File: src/rtl/core/u2u_pkg.sv
// shared types and constants for the utf-8 to utf-16 decoder
package u2u_pkg;

    // largest legal code point and surrogate bases
    localparam logic [20:0] MAX_POINT = 21'h10FFFF;
    localparam logic [20:0] PLANE_ONE = 21'h010000;
    localparam logic [15:0] HIGH_SURR = 16'hD800;
    localparam logic [15:0] LOW_SURR  = 16'hDC00;
    localparam logic [15:0] BMP_LAST  = 16'hFFFF;
    localparam logic [7:0]  LAST_LEAD = 8'hF4;
    localparam logic [5:0]  CONT_MASK = 6'h3F;

    // what the back end has to produce for one queued job
    typedef enum logic [1:0] {
        JOB_UNIT  = 2'd0,
        JOB_PAIR  = 2'd1,
        JOB_ERROR = 2'd2
    } job_kind_t;

    typedef struct packed {
        job_kind_t   kind;
        logic [20:0] point;
    } job_t;

endpackage

File: src/rtl/core/u2u_front.sv
// front end: takes utf-8 bytes, gathers code points, queues jobs
module u2u_front (
    input  logic           clk,
    input  logic           rst_n,
    input  logic           in_valid,
    input  logic           in_stall,
    input  logic [7:0]     data_byte,
    output logic           job_push,
    output u2u_pkg::job_t  job
);

    logic [20:0] partial_reg;
    logic [20:0] partial_next;
    logic [1:0]  due_reg;
    logic [1:0]  due_next;
    logic        failed_reg;
    logic        failed_next;
    logic        accept;
    logic [20:0] shifted;
    logic [1:0]  due_dec;

    assign accept  = in_valid && !in_stall;
    assign shifted = {partial_reg[14:0], data_byte[5:0] & u2u_pkg::CONT_MASK};
    assign due_dec = due_reg - 2'd1;

    // decode one byte against the gathered state
    always_comb
    begin
        partial_next = partial_reg;
        due_next     = due_reg;
        failed_next  = failed_reg;
        job_push     = 1'b0;
        job.kind     = u2u_pkg::JOB_UNIT;
        job.point    = '0;
        if (accept && !failed_reg)
        begin
            if (due_reg == 2'd0)
            begin
                priority if (data_byte <= 8'h7F)
                begin
                    job_push     = 1'b1;
                    job.point    = {13'd0, data_byte};
                    partial_next = '0;
                end
                else if (data_byte >= 8'hC0 && data_byte <= 8'hDF)
                begin
                    partial_next = {16'd0, data_byte[4:0]};
                    due_next     = 2'd1;
                end
                else if (data_byte >= 8'hE0 && data_byte <= 8'hEF)
                begin
                    partial_next = {17'd0, data_byte[3:0]};
                    due_next     = 2'd2;
                end
                else if (data_byte >= 8'hF0 && data_byte <= u2u_pkg::LAST_LEAD)
                begin
                    partial_next = {18'd0, data_byte[2:0]};
                    due_next     = 2'd3;
                end
                else
                begin
                    job_push     = 1'b1;
                    job.kind     = u2u_pkg::JOB_ERROR;
                    failed_next  = 1'b1;
                    partial_next = '0;
                    due_next     = 2'd0;
                end
            end
            else
            begin
                priority if (data_byte[7:6] != 2'b10 || shifted > u2u_pkg::MAX_POINT)
                begin
                    job_push     = 1'b1;
                    job.kind     = u2u_pkg::JOB_ERROR;
                    failed_next  = 1'b1;
                    partial_next = '0;
                    due_next     = 2'd0;
                end
                else if (due_dec == 2'd0)
                begin
                    job_push     = 1'b1;
                    job.point    = shifted;
                    job.kind     = (shifted <= {5'd0, u2u_pkg::BMP_LAST}) ?
                                   u2u_pkg::JOB_UNIT : u2u_pkg::JOB_PAIR;
                    partial_next = '0;
                    due_next     = 2'd0;
                end
                else
                begin
                    partial_next = shifted;
                    due_next     = due_dec;
                end
            end
        end
    end

    // decoder state
    always_ff @(posedge clk or negedge rst_n)
    begin
        if (!rst_n)
        begin
            partial_reg <= '0;
            due_reg     <= '0;
            failed_reg  <= 1'b0;
        end
        else
        begin
            partial_reg <= partial_next;
            due_reg     <= due_next;
            failed_reg  <= failed_next;
        end
    end

`ifndef SYNTHESIS
    // once failed, the decoder stays failed until reset
    assert property (@(posedge clk) disable iff (!rst_n) failed_reg |=> failed_reg)
        else $error("failed flag cleared without reset");

    // a failed decoder holds no partial character
    assert property (@(posedge clk) disable iff (!rst_n)
        failed_reg |-> (due_reg == 2'd0 && partial_reg == 21'd0))
        else $error("partial state left after error");
`endif

endmodule

File: src/rtl/core/u2u_queue.sv
// short job queue between the front and back ends
module u2u_queue #(
    parameter int DEPTH = 2
) (
    input  logic           clk,
    input  logic           rst_n,
    input  logic           push,
    input  u2u_pkg::job_t  push_job,
    output logic           full,
    input  logic           pop,
    output logic           head_valid,
    output u2u_pkg::job_t  head_job
);

    localparam int PTR_W = (DEPTH > 1) ? $clog2(DEPTH) : 1;
    localparam int CNT_W = $clog2(DEPTH + 1);

    u2u_pkg::job_t      slot_reg [DEPTH];
    logic [PTR_W-1:0]   wr_ptr_reg;
    logic [PTR_W-1:0]   wr_ptr_next;
    logic [PTR_W-1:0]   rd_ptr_reg;
    logic [PTR_W-1:0]   rd_ptr_next;
    logic [CNT_W-1:0]   count_reg;
    logic [CNT_W-1:0]   count_next;
    logic               do_push;
    logic               do_pop;

    assign full       = (count_reg == CNT_W'(DEPTH));
    assign head_valid = (count_reg != '0);
    assign head_job   = slot_reg[rd_ptr_reg];
    assign do_push    = push && !full;
    assign do_pop     = pop && head_valid;

    // pointer and fill count update
    always_comb
    begin
        wr_ptr_next = wr_ptr_reg;
        rd_ptr_next = rd_ptr_reg;
        count_next  = count_reg;
        if (do_push)
            wr_ptr_next = (wr_ptr_reg == PTR_W'(DEPTH - 1)) ? '0 : wr_ptr_reg + 1'b1;
        if (do_pop)
            rd_ptr_next = (rd_ptr_reg == PTR_W'(DEPTH - 1)) ? '0 : rd_ptr_reg + 1'b1;
        if (do_push && !do_pop)
            count_next = count_reg + 1'b1;
        else if (do_pop && !do_push)
            count_next = count_reg - 1'b1;
    end

    always_ff @(posedge clk or negedge rst_n)
    begin
        if (!rst_n)
        begin
            wr_ptr_reg <= '0;
            rd_ptr_reg <= '0;
            count_reg  <= '0;
        end
        else
        begin
            wr_ptr_reg <= wr_ptr_next;
            rd_ptr_reg <= rd_ptr_next;
            count_reg  <= count_next;
        end
    end

    // job storage
    always_ff @(posedge clk)
    begin
        if (do_push)
            slot_reg[wr_ptr_reg] <= push_job;
    end

`ifndef SYNTHESIS
    // the fill count never runs past the depth
    assert property (@(posedge clk) disable iff (!rst_n) count_reg <= CNT_W'(DEPTH))
        else $error("queue overfilled");

    // a push is never offered to a full queue
    assert property (@(posedge clk) disable iff (!rst_n) full |-> !push)
        else $error("push into full queue");
`endif

endmodule

File: src/rtl/core/u2u_back.sv
// back end: turns queued jobs into utf-16 output beats
module u2u_back (
    input  logic           clk,
    input  logic           rst_n,
    input  logic           head_valid,
    input  u2u_pkg::job_t  head_job,
    output logic           pop,
    output logic           out_valid,
    input  logic           out_stall,
    output logic [15:0]    code_unit,
    output logic           last_unit,
    output logic           error
);

    logic        valid_reg;
    logic        valid_next;
    logic [15:0] unit_reg;
    logic [15:0] unit_next;
    logic        last_reg;
    logic        last_next;
    logic        error_reg;
    logic        error_next;
    logic        low_pending_reg;
    logic        low_pending_next;
    logic [9:0]  low_bits_reg;
    logic [9:0]  low_bits_next;
    logic        load;
    logic [20:0] offset;

    assign load   = !valid_reg || !out_stall;
    assign offset = head_job.point - u2u_pkg::PLANE_ONE;

    // choose the next output beat
    always_comb
    begin
        valid_next       = valid_reg;
        unit_next        = unit_reg;
        last_next        = last_reg;
        error_next       = error_reg;
        low_pending_next = low_pending_reg;
        low_bits_next    = low_bits_reg;
        pop              = 1'b0;
        if (load)
        begin
            if (low_pending_reg)
            begin
                valid_next       = 1'b1;
                unit_next        = u2u_pkg::LOW_SURR | {6'd0, low_bits_reg};
                last_next        = 1'b1;
                error_next       = 1'b0;
                low_pending_next = 1'b0;
            end
            else if (head_valid)
            begin
                pop        = 1'b1;
                valid_next = 1'b1;
                unique case (head_job.kind)
                    u2u_pkg::JOB_UNIT:
                    begin
                        unit_next  = head_job.point[15:0];
                        last_next  = 1'b1;
                        error_next = 1'b0;
                    end
                    u2u_pkg::JOB_PAIR:
                    begin
                        unit_next        = u2u_pkg::HIGH_SURR | {6'd0, offset[19:10]};
                        last_next        = 1'b0;
                        error_next       = 1'b0;
                        low_pending_next = 1'b1;
                        low_bits_next    = head_job.point[9:0];
                    end
                    u2u_pkg::JOB_ERROR:
                    begin
                        unit_next  = '0;
                        last_next  = 1'b1;
                        error_next = 1'b1;
                    end
                    default:
                    begin
                        valid_next = 1'b0;
                    end
                endcase
            end
            else
            begin
                valid_next = 1'b0;
            end
        end
    end

    // control state
    always_ff @(posedge clk or negedge rst_n)
    begin
        if (!rst_n)
        begin
            valid_reg       <= 1'b0;
            low_pending_reg <= 1'b0;
        end
        else
        begin
            valid_reg       <= valid_next;
            low_pending_reg <= low_pending_next;
        end
    end

    // output payload
    always_ff @(posedge clk)
    begin
        unit_reg     <= unit_next;
        last_reg     <= last_next;
        error_reg    <= error_next;
        low_bits_reg <= low_bits_next;
    end

    assign out_valid = valid_reg;
    assign code_unit = unit_reg;
    assign last_unit = last_reg;
    assign error     = error_reg;

`ifndef SYNTHESIS
    // a pending low surrogate always sits behind a shown high surrogate
    assert property (@(posedge clk) disable iff (!rst_n)
        low_pending_reg |-> (valid_reg && !last_reg && !error_reg
                             && unit_reg[15:10] == u2u_pkg::HIGH_SURR[15:10]))
        else $error("low surrogate pending without high surrogate");

    // an error beat carries a zero unit and closes the character
    assert property (@(posedge clk) disable iff (!rst_n)
        (valid_reg && error_reg) |-> (last_reg && unit_reg == 16'd0))
        else $error("malformed error beat");
`endif

endmodule

File: src/rtl/core/utf8_to_utf16_decoder_unit.sv
// top level of the utf-8 to utf-16 decoder
//
//  channel  direction  handshake          payload
//  in       input      in_valid/in_stall  data_byte[7:0]
//  out      output     out_valid/out_stall code_unit[15:0], last_unit, error
//
// one byte is taken per cycle while the job queue has room
// a unit beat moves from the queue head into the output register once it is
// free; a surrogate pair holds it for two beats, which the queue absorbs
// in_stall follows only the queue fill count, never out_stall directly
// reset clears the decoder state, queue and output valid; no clearing pass
module utf8_to_utf16_decoder_unit #(
    parameter int QUEUE_DEPTH = 2
) (
    input  logic        clk,
    input  logic        rst_n,
    input  logic        in_valid,
    output logic        in_stall,
    input  logic [7:0]  data_byte,
    output logic        out_valid,
    input  logic        out_stall,
    output logic [15:0] code_unit,
    output logic        last_unit,
    output logic        error
);

    logic          job_push;
    u2u_pkg::job_t job;
    logic          queue_full;
    logic          head_valid;
    u2u_pkg::job_t head_job;
    logic          pop;

    assign in_stall = queue_full;

    // byte decode
    u2u_front u_front (
        .clk       (clk),
        .rst_n     (rst_n),
        .in_valid  (in_valid),
        .in_stall  (in_stall),
        .data_byte (data_byte),
        .job_push  (job_push),
        .job       (job)
    );

    // decoupling queue
    u2u_queue #(
        .DEPTH (QUEUE_DEPTH)
    ) u_queue (
        .clk        (clk),
        .rst_n      (rst_n),
        .push       (job_push),
        .push_job   (job),
        .full       (queue_full),
        .pop        (pop),
        .head_valid (head_valid),
        .head_job   (head_job)
    );

    // unit output
    u2u_back u_back (
        .clk        (clk),
        .rst_n      (rst_n),
        .head_valid (head_valid),
        .head_job   (head_job),
        .pop        (pop),
        .out_valid  (out_valid),
        .out_stall  (out_stall),
        .code_unit  (code_unit),
        .last_unit  (last_unit),
        .error      (error)
    );

endmodule
File: config.mk
export PLATFORM = sky130hd
export DESIGN_NAME = utf8_to_utf16_decoder_unit
export DESIGN_NICKNAME = d
export VERILOG_FILES = /design/src/rtl/core/u2u_pkg.sv /design/src/rtl/core/u2u_front.sv /design/src/rtl/core/u2u_queue.sv /design/src/rtl/core/u2u_back.sv /design/src/rtl/core/utf8_to_utf16_decoder_unit.sv
export SDC_FILE = /design/constraint.sdc
export NUM_CORES = 1
export LEC_CHECK = 0
export ABC_AREA = 1
export BUFFER_PORTS_ARGS = -buffer_cell sky130_fd_sc_hd__buf_4
export CORE_ASPECT_RATIO = 2
export CORE_MARGIN = 2
export CORE_UTILIZATION = 50
export DETAILED_ROUTE_END_ITERATION = 16
export GPL_TIMING_DRIVEN = 0
export PLACE_DENSITY = 0.67
export SYNTH_ARGS = -nofsm -noshare
export SYNTH_HDL_FRONTEND = slang
export SYNTH_SLANG_ARGS = --single-unit
File: constraint.sdc
create_clock -name clk -period 3.7 [get_ports clk]
set_clock_uncertainty 0.05 [all_clocks]
set_input_delay 0.185 -clock clk [delete_from_list [all_inputs] [get_ports clk]]
set_output_delay 0.185 -clock clk [all_outputs]
set_load 0.02 [all_outputs]
==> results by stage, run 1 <==
Detailed routing:
- The number of iterations in the first detailed-routing pass is 5.
- The count of routing violations after the opening detailed-route iteration is between 150 and 200.
- The final layout contains routed wiring with a total length of 7860 um.
- For this block, the via count after detailed routing is roughly 2.7k.
- In this run the remaining antenna-violating nets after routing total 0.
- Dividing the detail-routed via count by the number of cells gives 5.02.
- The routed length per instance is roughly 14 um.
- For this run, design rule violations remaining after detail routing come to 0.

Timing:
- Summed over all failing endpoints, the final setup total negative slack is 0 ns.
- Setup violations remaining at the end of the flow were counted as 0.
- Derived from the worst setup path, the maximum achievable clock frequency is around 380 MHz.
- In the post-route analysis, the smallest setup slack over all paths is roughly 1.1 ns.
- The count of endpoints failing hold in the final timing report came to 0.
- The final clock period utilization by the worst path is 0.709.
- The number of slew-limit violations in the final report was 0.
- After layout, the minimum clock period comes to 2.63 ns.
- For the pin with the worst max-slew slack, the measured transition is 0.902 ns.
- Setup repair after global routing left no endpoint under its margin.
- Measured against its own limit, the worst slew margin works out to 0.397.

Synth:
- The sequential share of the synthesized area is 0.654.
- After synthesis, the netlist uses 34 different library cells.
- By area, the combinational part of the netlist is dominated by simple AND/OR/NAND/NOR gates.
- The fraction of synthesized area in multiplexers is 0.00947.
- The area fraction in compound gates after synthesis was 0.0539.
- The area fraction of the dominant cell type after synthesis is 0.512.
- The combined area of all synthesized cells is 4230 um^2.
- The adder-cell area share of the yosys netlist is 0.0237.
- After synthesis the netlist holds a flip-flop and latch count of 96.
- The commonest register cell after synthesis is edfxtp_1.
- Of the total synthesized cell area, the portion taken by XOR and XNOR cells is 0.00622.
- The synthesized design contains 72 enable-type register cells.
- Of the total synthesized cell area, the portion taken by AND, OR, NAND and NOR gates is 0.192.
- The average size of a mapped cell is 10.6 um^2.
- For this run, asynchronously set or reset flops after synthesis account for 0.250.
- The biggest area contributor in the post-synthesis netlist is edfxtp_1.
- The count of yosys warnings during synthesis is 0.
- The cell count after synthesis is 398.
- By area the synthesized netlist is led by edfxtp_1, dfrtp_1, nand2_1.
- When the netlist entered floorplanning its net count stood at 418.

Setup path:
- The worst register-to-register path ends at u_back.code_unit[0].
- Traced cell by cell, the critical path runs through buf_4, buf_4, o21ai_0, inv_1, ha_1, nor2_1, nand2_1, inv_1, nand2_1, nand3_1.
- By startpoint and endpoint, the worst setup path is classified as flop to flop.
- The maximum net fanout on the critical path is 10.
- The data arrival at the endpoint of the critical path is 2.78 ns.
- The startpoint type of the worst setup path is a flop.
- STA classifies the critical path endpoint as a flop.
- The count of cells along the worst register-to-register path is 10.
- On the critical path, the stage with the largest delay is an instance of dfrtp_1.
- In this design, the stage delay of the slowest critical-path cell is 0.43 ns.
- Setup slack on the worst reg-to-reg path comes out at 1.07 ns.
- The data required time of the critical path is between 3 and 4 ns.
- The startpoint identified for the worst register-to-register timing path is u_queue.rd_ptr_reg.

Place:
- Detailed placement finished with a half-perimeter wire length of 6060 um.
- The number of cells in the design after placement is 528.
- At the placement stage, the worst setup path has a slack of roughly 1.1 ns.
- Input and output buffers added on the ports amount to 31.
- The final RePlAce weighted congestion is approximately 0.8.

Clock tree:
- TritonCTS built the clock tree.
- After clock tree synthesis, the clock-pin slew on the worst setup and hold paths is 0.06 ns.
- The H-tree generated during clock tree synthesis spans 3 levels.
- The buffer depth of the longest clock path is 2.
- CTS saw 96 sinks.
- The clock network latency to the later pin of the worst-skew pair is 0.33 ns.
- The clock root buffer is clkbuf_16.
- The number of buffers inserted during clock tree synthesis is 9.

Finish:
- The share of layout cells above drive strength 1 is 0.161.
- The number of nets in the layout is 462.
- The multi-input combinational cells in the finished layout cover a total of 1210 um^2.
- The register with the most flip-flops in the layout has 44 of them.
- For this run, the share of the core covered by cells in the final layout is 0.602.
- The growth of design area from synthesis to finish is 17.3%.
- Excluding fillers, the count of instances in the completed layout stands at 545.
- The number of fill cells in the layout is between 700 and 800.
- The number of antenna diodes in the final layout is 0.
- The area taken by flip-flops and latches is 2760 um^2.

Global routing:
- The number of global-route vias before repair came to 2728.
- Across every metal layer, demand over resource in global routing totals 0.182.
- The initial antenna violation count came to 0.
- The largest net degree at the start of global routing is 25.
- The first-pass GRT wire length is 12900 um.
- The sum of overflow across all layers after global routing is 0.

Floorplanning:
- The area of the placeable core is approximately 8200 um^2.
- For this configuration, the core starts out at a cell density of 0.513.
- The die is 134 um tall.
- The total die area is roughly 9200 um^2.
- The number of cell rows is 47.
- From left edge to right edge, the die measures 69.0 um.
- The number of primary I/O pins is 32.

Min path:
- The min-delay analysis places its worst path in the category input port to flop.
- In this run the most critical hold path is launched from data_byte[1].
- The worst hold endpoint is u_front.partial_reg[1].
- Counting instances, the worst hold path has a depth of 3.

Power:
- The worst-case vdd ir drop is 305 uV.
- In this run the static leakage power is 0.00211 uW.
- In this run the power density over the cells is 533 nW/um^2.

Outcome:
- The flow ran to the end, and the final reports show no timing, DRC or antenna violations.

Job:
- The count of max-cap constraint violations is 0.
-- per-stage QoR --
step	power (uW)	cell area [um^2]	hold WS (ns)
2_1_floorplan	1550	4230	-0.161
3_3_place_gp	1650	4580	0.0634
3_5_place_dp	1670	4620	0.0582
4_1_cts	2670	4960	0.0245
5_1_grt	2760	4960	0.0324
6_report	2640	4960	0.0420
-- cells in the mapped netlist, types with 2 or more instances --
master	instances
o211ai_1	6
buf_2	3
or2_2	3
inv_1	47
buf_4	3
dfrtp_1	24
nand2_1	118
nor2_1	38
mux2i_1	4
nand4_1	3
buf_6	2
nand3_1	20
inv_2	3
a21oi_1	5
xor2_1	2
o22ai_1	10
edfxtp_1	72
ha_1	8
o21ai_2	2
o21ai_0	11
-- area by class of cell --
cell class                      count  area share
Sequential cell                    96       0.557
Multi-Input combinational cell    241       0.245
Timing Repair Buffer               33      0.0545
Clock buffer                       10      0.0482
Inverter                           51      0.0386
Tap cell                           98      0.0247
Clock inverter                      6      0.0182
Buffer                             10      0.0139
-- what timing repair did --
action / 4_1_cts / 5_1_grt
endpoints found under the hold margin: 24 / 0
endpoints found under the setup margin: 0 / 0
buffers inserted: 0 / 0
hold buffers: 1 / 0
gates resized for setup: 0 / 0
-- cell usage in the layout, fill, tap and decap left out, drive strengths merged, types with 6 or more instances in the layout --
master	n
inv	52
clkbuf	12
ha	8
edfxtp	72
nor2	39
nand3	21
dfrtp	24
o211ai	6
buf	40
nand2	119
o21ai	13
o22ai	10
-- layer usage --
layer / wire [um] / up-vias / global-route usage / share of wire
met3: 218 / 20 / 0.0398 / 0.028
li1: - / 1400 / - / -
met1: 2670 / 1254 / 0.173 / 0.34
met5: 0 / - / 0 / 0
met4: 331 / 0 / 0.103 / 0.042
met2: 4650 / 62 / 0.350 / 0.59
-- power breakdown --
part / total (uW) / switching [uW] / internal, uW / leakage, uW
combinational: 416 / 264 / 151 / 0.00115
clock: 1000 / 388 / 614 / 0.000159
sequential: 1220 / 18.6 / 1210 / 0.000805
-- kinds of logic after synthesis --
kind of cell             count (synthesis)
buffers and inverters                   61
AND/OR/NAND/NOR                        189
XOR/XNOR                                 3
flip-flops                              96
adder cells (fa/ha/maj)                  8
AO/OA/AOI/OAI                           37
multiplexers                             4
-- worst max path at each step --
stage	start	end	slack, ns	depth (start not counted)
2_1_floorplan	u_queue.rd_ptr_reg	u_back.code_unit[0]	1.11	6
3_3_place_gp	u_front.due_reg[0]	u_queue.slot_reg[1][0]	0.58	6
3_5_place_dp	u_queue.rd_ptr_reg	u_back.code_unit[0]	1.12	10
4_1_cts	u_queue.rd_ptr_reg	u_back.code_unit[0]	1.09	10
5_1_grt	u_queue.rd_ptr_reg	u_back.code_unit[1]	0.89	9
6_report	u_queue.rd_ptr_reg	u_back.code_unit[0]	1.07	10
-- critical path: cells and delay by family (launching register included) --
family,cells,cell delay (ns)
and+or+nand+nor,4,0.71
buffers and inverters,4,0.69
DFF,1,0.43
adders and majority gates,1,0.35
AOI/OAI and AO/OA,1,0.26
Note: power is estimated with default switching activity, not from simulation.
==> run 2, diff against run 1 <==
Settings changed: PLACE_DENSITY 0.67 to 0.7.
Clock period 3.7 ns to 2.3 ns, I/O delays scaled along.
==> run 2 against run 1 <==
Cell count is 1.8% higher. Design area is 2.3% higher. Flip-flop and latch count did not move. Sequential power rose by 61%. Hold slack worse by 0.019 ns. Total power rose by 57%. Via count increased by 4.9%.
==> results by stage, run 2 (synthesis results as in run 1) <==
Detailed routing:
- The number of vias after detailed routing is 2871 (+4.9%).
- The detailed-routed wire length on met2 is 5010 um (+7.8%).
- The routed length per instance is 14.8 um (+2.6%).
- The total routed wirelength is 8220 um (+4.5%).
- The number of iterations in the first detailed-routing pass is 4 (-1).
- The wire length on met1 is 2680 um (+0.60%).
- The count of routing violations after the opening detailed-route iteration is 161 (-7.5%).
- The wire length on met3 was 227 um (+4.1%).
- The highest routing layer actually used is met4.
- The mean number of vias per cell came to 5.17 (+3.0%).
- The number of nets with antenna violations after routing is 0 (unchanged).
- The residual DRC count is 0 (unchanged).

Timing:
- The final clock period utilization by the worst path came to 0.950 (+0.240).
- The transition time at the pin with the least slew margin is 0.640 ns (-0.262 ns).
- The count of endpoints failing hold in the final timing report is 0 (unchanged).
- The worst hold margin is 0.0231 ns (-0.0188 ns).
- The number of setup violations in the final report is 0 (unchanged).
- The final critical-path required period is 2.18 ns (-0.441 ns).
- Setup repair after global routing could not meet its margin everywhere.
- The relative slew slack is 0.573 (+0.176).
- The number of slew-limit violations in the final report is 0 (unchanged).
- The highest clock rate was 458 MHz (+20%).
- The final worst-path setup slack is 0.116 ns (-0.959 ns).

Place:
- The area after detailed placement is 4590 um^2 (-0.60%).
- The final RePlAce weighted congestion is 0.827 (+0.69%).
- The pre-CTS setup slack is -0.304 ns (-1.42 ns).
- The count of input and output buffers is 31 (unchanged).
- The HPWL reported at the end of detailed placement was 6070 um (+0.14%).

Finish:
- The share of layout cells above drive strength 1 came to 0.197 (+0.0359).
- The design area is 5070 um^2 (+2.3%).
- Relative to the synthesized area, the layout overhead comes to 20.0%.
- The end-of-flow core utilization is 0.616 (+0.0138).
- The number of fill cells in the layout was 682 (-2.8%).
- The number of nets in the layout is 472 (+2.2%).
- The number of antenna repair diodes came to 0 (unchanged).
- In the layout the commonest cells are nand2_1, edfxtp_1, inv_1.
- The most common cell after layout, fill and taps aside is nand2_1.
- The flip-flop count of the largest register, all copies and words added was 44 (unchanged).

Setup path:
- The setup path with the least slack is of type flop to flop.
- The count of buffering cells on the critical path with inverters included is 2 (-2).
- The cell that appears most often on the critical path is inv_1.
- The startpoint type of the worst setup path is a flop.
- The maximum net fanout on the critical path is 7 (-3).
- STA classifies the critical path endpoint as a flop.
- The data required time of the critical path is 2.46 ns (-1.39 ns).
- The largest delay contributor family on the critical path is simple AND/OR/NAND/NOR gates.
- On the critical path, the stage with the largest delay is an instance of dfrtp_1.
- The data arrival at the endpoint of the critical path was 2.35 ns (-0.43 ns).
- The maximum cell stage delay along the critical path is 0.38 ns (-0.05 ns).
- Traced cell by cell, the critical path runs through inv_1, ha_2, nor3_4, nand3_4, nand3_2, inv_1, ha_1, a21oi_1, o21ai_0, xor2_1.

Power:
- The worst-case vdd ir drop is 464 uV (+52%).
- The leakage power summed over all cells is 0.00213 uW (+0.70%).
- The final total power is 4150 uW (+57%).
- The total power density per cell area is 818 nW/um^2 (+54%).

Clock tree:
- The clock network latency to the later pin of the worst-skew pair was 0.33 ns (about the same).
- The clock net sink count was 96 (unchanged).
- The number of H-tree branching levels is 3 (unchanged).
- The clock tree from TritonCTS is done.
- The buffer depth of the longest clock path is 2 (unchanged).
- The number of buffers inserted during clock tree synthesis is 9 (unchanged).
- The CTS clock-pin slew for the worst setup and hold paths is 0.07 ns (about the same).
- The tree is rooted in a clkbuf_16.

Floorplanning:
- The height of the die is 134 um (unchanged).
- The number of cell rows is 47 (unchanged).
- The total die area came to 9250 um^2 (unchanged).
- The area of the placeable core was 8230 um^2 (unchanged).
- The die extent in x came to 69.0 um (unchanged).
- The starting utilization of the core area was 0.513 (unchanged).
- The number of primary I/O pins is 32 (unchanged).

Global routing:
- The first-pass GRT wire length is 13300 um (+2.9%).
- The initial antenna violation count is 0 (unchanged).
- The number of global-route vias before repair is 2895 (+6.1%).
- The largest net degree at the start of global routing was 25 (unchanged).
- The global router's overall resource usage was 0.187 (+0.00473).
- The sum of overflow across all layers after global routing is 0 (unchanged).

Min path:
- The type of the tightest min-delay check is input port to flop.

Job:
- The count of max-cap constraint violations is 0 (unchanged).

Outcome:
- The run finished with clean final reports.
## run 2: metal layers
layer	global-route usage	vias to the layer above
li1	-	1426
met1	0.171	1362
met2	0.367	62
met3	0.0383	21
met4	0.107	0
met5	0	-
## run 2: cell type report
class | instances | area, um^2 | share of cell area
inverters | 51 | 195 | 0.0385
clock buffers | 9 | 225 | 0.0444
repair buffers | 41 | 333 | 0.0656
multi-input cells | 241 | 1270 | 0.251
repair inverters | 2 | 12.5 | 0.00247
plain buffers | 10 | 68.8 | 0.0136
well taps | 98 | 123 | 0.0242
clock inverters | 7 | 76.3 | 0.0151
flip-flops and latches | 96 | 2760 | 0.545
## run 2: worst paths after layout
path	from	end	slack, ns	depth (start not counted)
max	u_front.due_reg[0]	u_queue.count_reg[1]	0.12	10
min	out_stall	u_back.out_valid	0.02	3
max reg2reg	u_front.due_reg[0]	u_queue.count_reg[1]	0.12	10
min reg2reg	u_front.failed_reg	u_front.failed_reg	0.42	2
max in group asynchronous	rst_n	u_back.low_pending_reg	1.78	2
min in group asynchronous	rst_n	u_front.partial_reg[0]	0.16	2
## run 2: through the flow
step                      cells  TNS, ns
after detailed placement    527   -15.14
after CTS                   551        0
after global placement      527   -13.69
final                       555        0
after floorplan             398        0
after global routing        555  -0.0743
## run 2: worst register-to-register path, cell delays in order (launching register included)
cell     delay (ns)
dfrtp_1        0.38
inv_1          0.07
ha_2           0.24
nor3_4         0.26
nand3_4        0.15
nand3_2        0.17
inv_1          0.06
ha_1           0.30
a21oi_1        0.11
o21ai_0        0.12
xor2_1         0.15
## run 2: power by group
group          internal, uW  switching [uW]
logic                   249             452
clock network           851             629
registers              1940            28.7
## run 2: repair_timing
action | CTS | global route
pin swaps | 2 | 1
setup buffers | 3 | 2
setup endpoints to repair | 85 | 33
endpoints found under the hold margin | 28 | 0
gates cloned | 0 | 2
hold buffers | 5 | 0
resized for setup | 12 | 8
==> run 3, diff against run 2 <==
Settings changed: ABC_CLOCK_PERIOD_IN_PS from default to 2300, PLACE_DENSITY 0.7 to default, PLACE_DENSITY_LB_ADDON from default to 0.3, RECOVER_POWER from default to 100.
==> run 3 against run 2 <==
Cell count down 0.54%. First-iteration DRC count grew 52%. Combinational power barely moved. Design area is 2.2% lower. Flip-flop and latch count stayed put. Sequential power about the same. Critical path depth shrank 4. Wire length grew 2.3%.
==> results by stage, run 3 (synthesis results as in run 1) <==
Setup path:
- The destination of the worst register-to-register timing path is u_back.low_bits_reg[6].
- The count of cells along the worst register-to-register path was 6 (-4).
- The data arrival at the endpoint of the critical path came to 2.11 ns (-0.24 ns).
- The data required time of the critical path came to 2.22 ns (-0.24 ns).
- STA classifies the critical path startpoint as a flop.
- The reg2reg setup slack is 0.11 ns (about the same).
- The launching element of the worst setup path is u_queue.rd_ptr_reg.
- The endpoint kind of the worst setup timing path is a flop.
- The startpoint of the worst register-to-register path is u_queue.rd_ptr_reg.
- The worst setup path is of the flop to flop kind.
- The maximum net fanout on the critical path is 10 (+3).

Floorplanning:
- The total die area is 9250 um^2 (unchanged).
- The number of cell rows is 47 (unchanged).
- The starting utilization of the core area is 0.513 (unchanged).
- The area of the placeable core is 8230 um^2 (unchanged).
- The die extent in x is 69.0 um (unchanged).
- The number of primary I/O pins is 32 (unchanged).
- The height of the die is 134 um (unchanged).

Finish:
- The design area came to 4960 um^2 (-2.2%).
- The number of nets in the layout is 469 (-0.64%).
- Compared with the post-synthesis result, the final layout area differs by 17.4%.
- In the layout the commonest cells are nand2_1, edfxtp_1, inv_1.
- The flip-flop count of the largest register, all copies and words added is 44 (unchanged).
- The share of layout cells above drive strength 1 came to 0.141 (-0.0560).
- The library cell used most frequently in the layout, excluding fill and tap cells, is nand2_1.
- The number of antenna repair diodes was 0 (unchanged).
- The end-of-flow core utilization came to 0.603 (-0.0134).

Clock tree:
- The number of H-tree branching levels is 3 (unchanged).
- The buffer depth of the longest clock path was 2 (unchanged).
- The number of buffers inserted during clock tree synthesis is 9 (unchanged).
- The clock network latency to the later pin of the worst-skew pair is 0.34 ns (about the same).
- The CTS clock-pin slew for the worst setup and hold paths is 0.06 ns (about the same).
- The clock net sink count was 96 (unchanged).
- The cell sitting at the root of the clock tree is a clkbuf_16.
- TritonCTS built the clock tree.

Detailed routing:
- The count of routing violations after the opening detailed-route iteration is 244 (+52%).
- The routed length per instance is 15.2 um (+2.9%).
- The residual DRC count is 0 (unchanged).
- The mean number of vias per cell is 5.19 (+0.33%).
- The number of vias after detailed routing is 2865 (-0.21%).
- The number of nets with antenna violations after routing is 0 (unchanged).
- The total routed wirelength is 8410 um (+2.3%).
- The number of iterations in the first detailed-routing pass came to 5 (+1).

Global routing:
- The number of global-route vias before repair is 2974 (+2.7%).
- The largest net degree at the start of global routing is 25 (unchanged).
- The first-pass GRT wire length is 13800 um (+3.6%).
- The global router's overall resource usage was 0.194 (+0.00723).
- The sum of overflow across all layers after global routing is 0 (unchanged).
- The initial antenna violation count is 0 (unchanged).

Place:
- The count of input and output buffers is 31 (unchanged).
- The final RePlAce weighted congestion is 0.845 (+2.1%).
- The HPWL reported at the end of detailed placement is 6030 um (-0.66%).
- The pre-CTS setup slack is -0.353 ns (-0.0488 ns).
- The area after detailed placement is 4590 um^2 (unchanged).

Min path:
- The worst hold endpoint is u_back.out_valid.
- The number of instances on the worst hold path is 3 (unchanged).
- The startpoint identified for the worst hold timing path is out_stall.
- The path class of the tightest hold or removal check is input port to flop.

Power:
- The fraction of power consumed by combinational cells came to 0.173 (+0.004).
- The switching power is 1100 uW (-0.57%).
- The total power density per cell area was 816 nW/um^2 (-0.24%).
- The total internal power is 2950 uW (-3.1%).
- The sequential group share of total power came to 0.487 (+0.013).
- The switching portion of total power is 0.272 (+0.00503).
- The worst-case vdd ir drop is 389 uV (-16%).
- The power share of the clock group is 0.341 (-0.016).
- The leakage power summed over all cells is 0.00203 uW (-4.5%).

Timing:
- The sum of negative setup slack was 0 ns (unchanged).
- The transition time at the pin with the least slew margin was 1.44 ns (+0.801 ns).
- The final worst-path setup slack came to 0.110 ns (-0.00589 ns).
- The number of slew-limit violations in the final report is 0 (unchanged).
- The final clock period utilization by the worst path is 0.952 (+0.00256).
- The highest clock rate is 457 MHz (-0.27%).
- The relative slew slack is 0.0397 (-0.533).
- The final critical-path required period came to 2.19 ns (+0.00589 ns).
- The number of setup violations in the final report was 0 (unchanged).
- Setup repair after global routing could not meet its margin everywhere.
- The worst hold margin is 0.0202 ns (-0.00289 ns).
- The count of endpoints failing hold in the final timing report is 0 (unchanged).

Outcome:
- The run finished with clean final reports.

Job:
- The count of max-cap constraint violations is 0 (unchanged).
## run 3: per-layer routing
layer	global-route usage	part of all wire
met1	0.170	0.34
met2	0.383	0.60
met4	0.111	0.032
met3	0.0481	0.030
met5	0	0
## run 3: timing repair
item	CTS	global route
hold endpoints to repair	28	0
hold buffers	5	0
endpoints found under the setup margin	63	34
pin swaps	2	2
setup buffers	4	0
resized for setup	13	7
## run 3: power groups by stage
stage	sequential [uW]	clock, uW	combinational, uW
after global placement	2000	0	651
final	1970	1380	699
after global routing	1980	1470	800
after CTS	1970	1410	705
after detailed placement	2000	0	678
after floorplan	2000	0	500
## run 3: worst max-delay path by stage
| stage | to | slack, ns | cells after the start |
|---|---|---|---|
| after global routing | u_queue.count_reg[1] | -0.02 | 10 |
| after global placement | u_back.code_unit[4] | -0.24 | 6 |
| after detailed placement | u_back.code_unit[4] | -0.35 | 6 |
| final | u_back.low_bits_reg[6] | 0.11 | 6 |
| after floorplan | u_back.code_unit[0] | 0.08 | 6 |
| after CTS | u_queue.count_reg[1] | 0.0003 | 10 |
## run 3: final cells by class
| class | instances | area [um^2] |
|---|---|---|
| buffer | 10 | 67.6 |
| clock buffer | 12 | 246 |
| clock inverter | 4 | 28.8 |
| fill | 717 | 3270 |
| inverter | 51 | 195 |
| multi-input combinational | 241 | 1280 |
| sequential | 96 | 2760 |
| tap | 98 | 123 |
| timing repair buffer | 40 | 259 |
## run 3: critical path, cell delays in order, from the launching register on
cell     delay (ns)
dfrtp_2        0.43
buf_4          0.20
buf_4          0.20
o21ai_2        0.20
ha_1           0.20
inv_2          0.08
nor2_2         0.47
## run 3: stage by stage
| stage | instances | total power (uW) |
|---|---|---|
| final | 552 | 4050 |
| after detailed placement | 527 | 2680 |
| after floorplan | 398 | 2500 |
| after global placement | 527 | 2650 |
| after CTS | 552 | 4080 |
| after global routing | 552 | 4240 |
